File: src/cfbl_ram.sv
// generic simple dual-port ram, one write port and one registered read port
// no dependencies
module cfbl_ram #(
  parameter int WIDTH = 8,
  parameter int DEPTH = 124
) (
  input  logic                                      clk,
  input  logic                                      we,
  input  logic [(DEPTH > 1 ? $clog2(DEPTH) : 1)-1:0] waddr,
  input  logic [WIDTH-1:0]                          wdata,
  input  logic [(DEPTH > 1 ? $clog2(DEPTH) : 1)-1:0] raddr,
  output logic [WIDTH-1:0]                          rdata
);

  logic [WIDTH-1:0] mem [DEPTH];

  always_ff @(posedge clk) begin
    if (we) begin
      mem[waddr] <= wdata;
    end
    rdata <= mem[raddr];
  end

endmodule

File: config.mk
export PLATFORM = sky130hd
export DESIGN_NAME = cfbl_ram
export DESIGN_NICKNAME = d
export VERILOG_FILES = /design/src/cfbl_ram.sv
export SDC_FILE = /design/constraint.sdc
export NUM_CORES = 1
export LEC_CHECK = 0
export ABC_AREA = 1
export BUFFER_PORTS_ARGS = -buffer_cell sky130_fd_sc_hd__buf_2
export CAP_MARGIN = 15
export CORE_AREA = 2 2 265 267
export CTS_CLUSTER_DIAMETER = 50
export DETAILED_ROUTE_END_ITERATION = 10
export DIE_AREA = 0 0 267 269
export PLACE_DENSITY = 0.73
export RECOVER_POWER = 25
export SLEW_MARGIN = 20
export SYNTH_ARGS = -nofsm -noshare
export SYNTH_HDL_FRONTEND = slang
export SYNTH_SLANG_ARGS = --single-unit
File: constraint.sdc
create_clock -name clk -period 3 [get_ports clk]
set_input_delay 0.9 -clock clk [delete_from_list [all_inputs] [get_ports clk]]
set_output_delay 0.9 -clock clk [all_outputs]
set_load 0.01 [all_outputs]
==> results.md, run 1 <==
- CTS Sinks: 1000
- Slew margin rel.: -0.5855
- Post-cts sizing count: 0
- Largest net degree at the start of global routing: ~110
- Final cell count without fillers: between 4000 and 5000
- Full die area: 71820 um2
- Slowest stage delay, CP: 1280 ps
- Initial antenna violation count: 3
- Placed Cells: roughly 4500
- Worst reg2reg path endpoint: rdata[3]
- Top_reg_cell synth: edfxtp_1
- First-pass GRT wire length: ~160000 um
- Synth Cell Area: 41030 um2
- Cells after Synth: about 3600
- Final setup TNS: 0 ps
- R2r setup slk: 1400 ps
- Most numerous cell in the Yosys netlist: nand2_1
- Failing checks: max-capacitance violations, max-slew violations
- Register area share after synthesis: 0.7300
- Hold Path Sink: rdata[7]
- Global Route met2 Usage: 0.4602
- Reg2reg start: mem[70][3]
- Initial Util: 0.5920
- Post-route ant nets: 0
- DP HPWL: a little over 60000 um
- Layout cells sized above 1: 0.1069
- Worst-Skew Late Latency: 650 ps
- Max Buffers Root-to-Sink: 3
- GRT Total Usage: 0.2958
- # diodes: 0
- Maximum vdd drop: roughly 500 uV
- Pleak: approximately 17 nW
- CTS Buf Count: between 100 and 150
- Root Buffer Master: clkbuf_16
- Setup crit start kind: input pin
- Critical path's most frequent cell: clkbuf_1
- Final hold vios: 0
- Yosys warns: 0
- Syn nets: 3590
- Core area: approximately 69000 um2
- Total number of vias: about 28000
- Syn avg cell area: about 12 um2
- Clock skew: 25.68 ps
- Vias in the first global route: around 27000
- DR iter-0 viols: 3715
- Crit path capture type: register
- FP Rows: 97
- Area delta synth->final: 13.48%
- Worst path cell trace: clkbuf_1 > clkbuf_1
- Vias/cell: 5.900
- Min Tclk post-route: between 2000 and 3000 ps
- Post-synth EDFFs: between 900 and 1000
- PortBufs: 31
- Met1 GRT Util: 0.4181
- Hold Startpoint: raddr[6]
- Setup crit start: wdata[7]
- Status: complete, but fails checks
- Post-CTS Setup Inserts: 0
- Slowest-stage cell, CP: clkbuf_1
- Synth area leaders: edfxtp_1 (73%), nand2_1 (10%), nand3_1 (9.2%)
- Most instantiated cells after synthesis: nand2_1 (1126), edfxtp_1 (992), nand3_1 (753)
- H-Tree Depth: 3
- GPL Wtd Cong: just under 0.9
- Worst path bufs/invs: 2
- Die Y: 269 um
- Final Cycle Share: 0.8573
- Die span in x: between 200 and 300 um
- Largest area contributor in the netlist: edfxtp_1
- Async set or reset register ratio after synthesis: 0
- Fin nets: 3735
- Hold path depth: 3
- WL/cell: 22.09 um
- WP data required: between 3000 and 4000 ps
- RSZ-0062 raised after global routing: false
- Drc violations: 0
- Fill cells: 4875
- Hold crit path type: in -> reg
- Max-cap violations: 4
- Core Util, Final: 0.6719
- Yosys top cell area share: 0.7261
- CP max FO: 32
- PwrDens: around 630 nW/um2
- Fmax: slightly below 400 MHz
- Total Wirelength: 104400 um
- Post-cts hold buffer count: 0
- #FFs+latches synth: 1000
- Clock transition at path regs: around 60 ps
- R2R cell count: 10
- GRT met3 Usage: 0.05361
- GRT busiest layer: met2
- Final setup fails: 0
- Delay-heaviest family, CP: buffers and inverters
- Worst EP arrival: 2760 ps
- I/O pin total: 32
- Pre-CTS setup slack: approximately 250 ps
- Pins Over Slew Limit: about 140
- Pre-antenna DRT Iters: 5
- Worst-Margin Slew: ~2400 ps
- PnR worst setup slack: 428.0 ps
- Netlist cell types: 20
- Crit path kind: in -> reg
- Grt ovf: 0
- CTS tree: done
-- area by class of cell --
class / count / area, um2 / area share
sequential: 1000 / 29950 / 0.6432
multi-input combinational: 2246 / 9562 / 0.2054
clock buffer: 122 / 2691 / 0.05780
timing repair buffer: 266 / 2328 / 0.05001
tap: 940 / 1176 / 0.02526
clock inverter: 58 / 479.2 / 0.01029
inverter: 95 / 374.1 / 0.008035
-- per-stage QoR --
stage,hold slack (ps),power (W),instance area [um2]
global route,616.1,0.03020,46560
detailed placement,786.0,0.01759,43460
CTS,582.1,0.02948,46630
finish,619.4,0.02942,46560
floorplan,703.2,0.01674,41030
global placement,773.5,0.01757,43460
-- cell usage in the layout, fill, tap and decap left out, types with 9 or more instances in the layout --
| master | n |
|---|---|
| nor2_1 | 251 |
| buf_12 | 33 |
| a21oi_1 | 9 |
| clkbuf_16 | 105 |
| buf_2 | 20 |
| inv_1 | 91 |
| nand2_1 | 1126 |
| clkinv_1 | 21 |
| nand3_1 | 753 |
| clkbuf_1 | 25 |
| o21ai_0 | 67 |
| o21ai_1 | 12 |
| clkinvlp_4 | 11 |
| buf_4 | 197 |
| edfxtp_1 | 992 |
| o211ai_1 | 15 |
-- cells by family (layout without fill, tap and decap cells) --
group,count (synthesis),count (layout),share of synthesized area
buf+inv,320,541,0.03699
flops,1000,1000,0.7300
simple gates,2143,2143,0.2196
compound gates,103,103,0.01348
-- state kept, by name, summed over array words and instances, names as in the netlist --
| register | count |
|---|---|
| mem | 992 |
| rdata | 8 |
-- report_power, final --
group	internal, W	switching (W)
clock	0.00684	0.00525
sequential	0.0154	0.0000359
combinational	0.000498	0.00137
-- routing by layer --
layer	share of wire	routed length [um]
met5	0.00027	28
met4	0.036	3711
met3	0.11	11480
met2	0.47	48600
met1	0.39	40620
-- how the worst max path moves through the flow --
stage	slack, ps	cells past startpoint	endpoint
finish	430	2	mem[35][7]
global route	390	2	mem[34][7]
CTS	730	1	rdata[0]
detailed placement	250	12	rdata[6]
global placement	260	13	rdata[2]
floorplan	350	3	mem[81][0]
-- worst min-delay path: stages --
cell and delay [ps]:
buf_2 180, nand2_1 100, nand2_1 40
No activity file was read; power rests on OpenSTA's default activity.
==> run 2: changes to the inputs <==
Settings changed: ABC_CLOCK_PERIOD_IN_PS set to 3000, CTS_CLUSTER_DIAMETER 50 to 100, PLACE_DENSITY 0.73 to 0.76.
==> results.md, run 2 (same netlist as run 1, synthesis figures left out) <==
- PortBufs: 31
- I/O pin total: 32
- Hold Startpoint: raddr[6]
- Hold crit path type: in -> reg
- Crit path capture type: register
- Initial antenna violation count: 4
- Setup crit start kind: input pin
- DP HPWL: about 60000 um
- Full die area: roughly 72000 um2
- Final Cycle Share: 0.7969
- H-Tree Depth: 3
- Die Y: 269 um
- Grt ovf: 0
- Final hold vios: 0
- Slowest stage delay, CP: around 1400 ps
- Worst-Margin Slew: between 2000 and 2500 ps
- Post-route ant nets: 0
- Status: complete, but fails checks
- Die span in x: roughly 270 um
- First-pass GRT wire length: between 150000 and 200000 um
- Crit path kind: in -> reg
- Biggest regs: mem x992, rdata x8
- Commonest non-fill, non-tap cell in the layout: nand2_1
- WP depth: 2
- Slew margin rel.: -0.3413
- Drc violations: 0
- Worst path cell trace: clkbuf_1 > clkbuf_2
- Min Tclk post-route: 2391 ps
- Clock skew: 26.40 ps
- Top reg by flops: mem
- Worst-Skew Late Latency: between 600 and 700 ps
- Post-cts hold buffer count: 0
- GPL Wtd Cong: about 0.86
- Delay-heaviest family, CP: buffers and inverters
- WP data required: roughly 3200 ps
- Core Util, Final: 0.6713
- Vias in the first global route: 26960
- Reg2reg start: mem[66][3]
- Pins Over Slew Limit: 481
- Root Buffer Master: clkbuf_16
- R2R cell count: 10
- PnR worst setup slack: approximately 610 ps
- Initial Util: 0.5920
- CP max FO: 84
- FP Rows: 97
- Total Wirelength: 103500 um
- Post-CTS Setup Inserts: 0
- Final setup TNS: 0 ps
- Power Total: roughly 0.03 W
- Failing checks: max-capacitance violations, max-slew violations
- WL/cell: roughly 22 um
- Hold path depth: 3
- Clock transition at path regs: 60 ps
- CTS Sinks: 1000
- Area delta synth->final: 13.39%
- Pleak: ~17 nW
- Worst path bufs/invs: 2
- Max-cap violations: 6
- Largest net degree at the start of global routing: 125
- Core area: between 60000 and 70000 um2
- Fmax: ~420 MHz
- Pre-antenna DRT Iters: 6
- Vias/cell: about 6.0
- CTS tree: done
- Layout cells sized above 1: 0.1014
- Max Buffers Root-to-Sink: 3
- PwrDens: between 600 and 700 nW/um2
- Fin nets: 3721
- RSZ-0062 raised after global routing: false
- Total number of vias: about 28000
- Slowest-stage cell, CP: clkbuf_2
- Maximum vdd drop: about 560 uV
- GRT Total Usage: 0.2926
- Post-cts sizing count: 0
- Setup crit start: wdata[7]
- Most frequent cells in the layout: nand2_1 (1126), edfxtp_1 (992), nand3_1 (753)
- CTS Buf Count: 99
- Final setup fails: 0
- DR iter-0 viols: around 4200
- Number of flip-flops in the largest register: 992
- Worst EP arrival: between 2000 and 3000 ps
- Pre-CTS setup slack: approximately 70 ps
- R2r setup slk: between 1000 and 1500 ps
[run 2: cell count changes in the layout (fill, tap and decap cells not counted), sizes merged, moves of 3 or more]
cell	delta
buf	-12
bufinv	+4
clkbuf	+13
clkinvlp	-11
inv	-3
[run 2: where the power goes]
group | internal (W) | switching, W
combinational | 0.000498 | 0.00137
clock | 0.00700 | 0.00511
sequential | 0.0154 | 0.0000401
total | 0.0229 | 0.00651
[run 2: worst paths after layout]
kind                                    to
worst max-delay path            mem[11][7]
worst min-delay path              rdata[0]
worst max register to register    rdata[3]
worst min register to register    rdata[0]
[run 2: layout make-up]
class | instances | area (um2)
clock buffer | 134 | 2660
sequential | 1000 | 29950
tap | 940 | 1176
fill | 4823 | 22780
antenna | 1 | 2.502
multi-input combinational | 2246 | 9562
timing repair buffer | 255 | 2290
clock inverter | 47 | 508.0
inverter | 95 | 374.1
[run 2: layer usage]
layer,vias up,GRT usage,wire length [um]
li1,12660,-,-
met5,-,0,31
met4,4,0.1192,3884
met1,13500,0.3991,38900
met3,274,0.05909,11450
met2,1673,0.4666,49270
[run 2: stage by stage]
| step | instances | cell area, um2 | hold WS (ps) |
|---|---|---|---|
| global placement | 4536 | 43440 | 823.2 |
| global route | 4717 | 46520 | 657.3 |
| floorplan | 3566 | 41030 | 703.2 |
| detailed placement | 4536 | 43440 | 843.4 |
| CTS | 4717 | 46610 | 625.8 |
| finish | 4718 | 46520 | 677.0 |
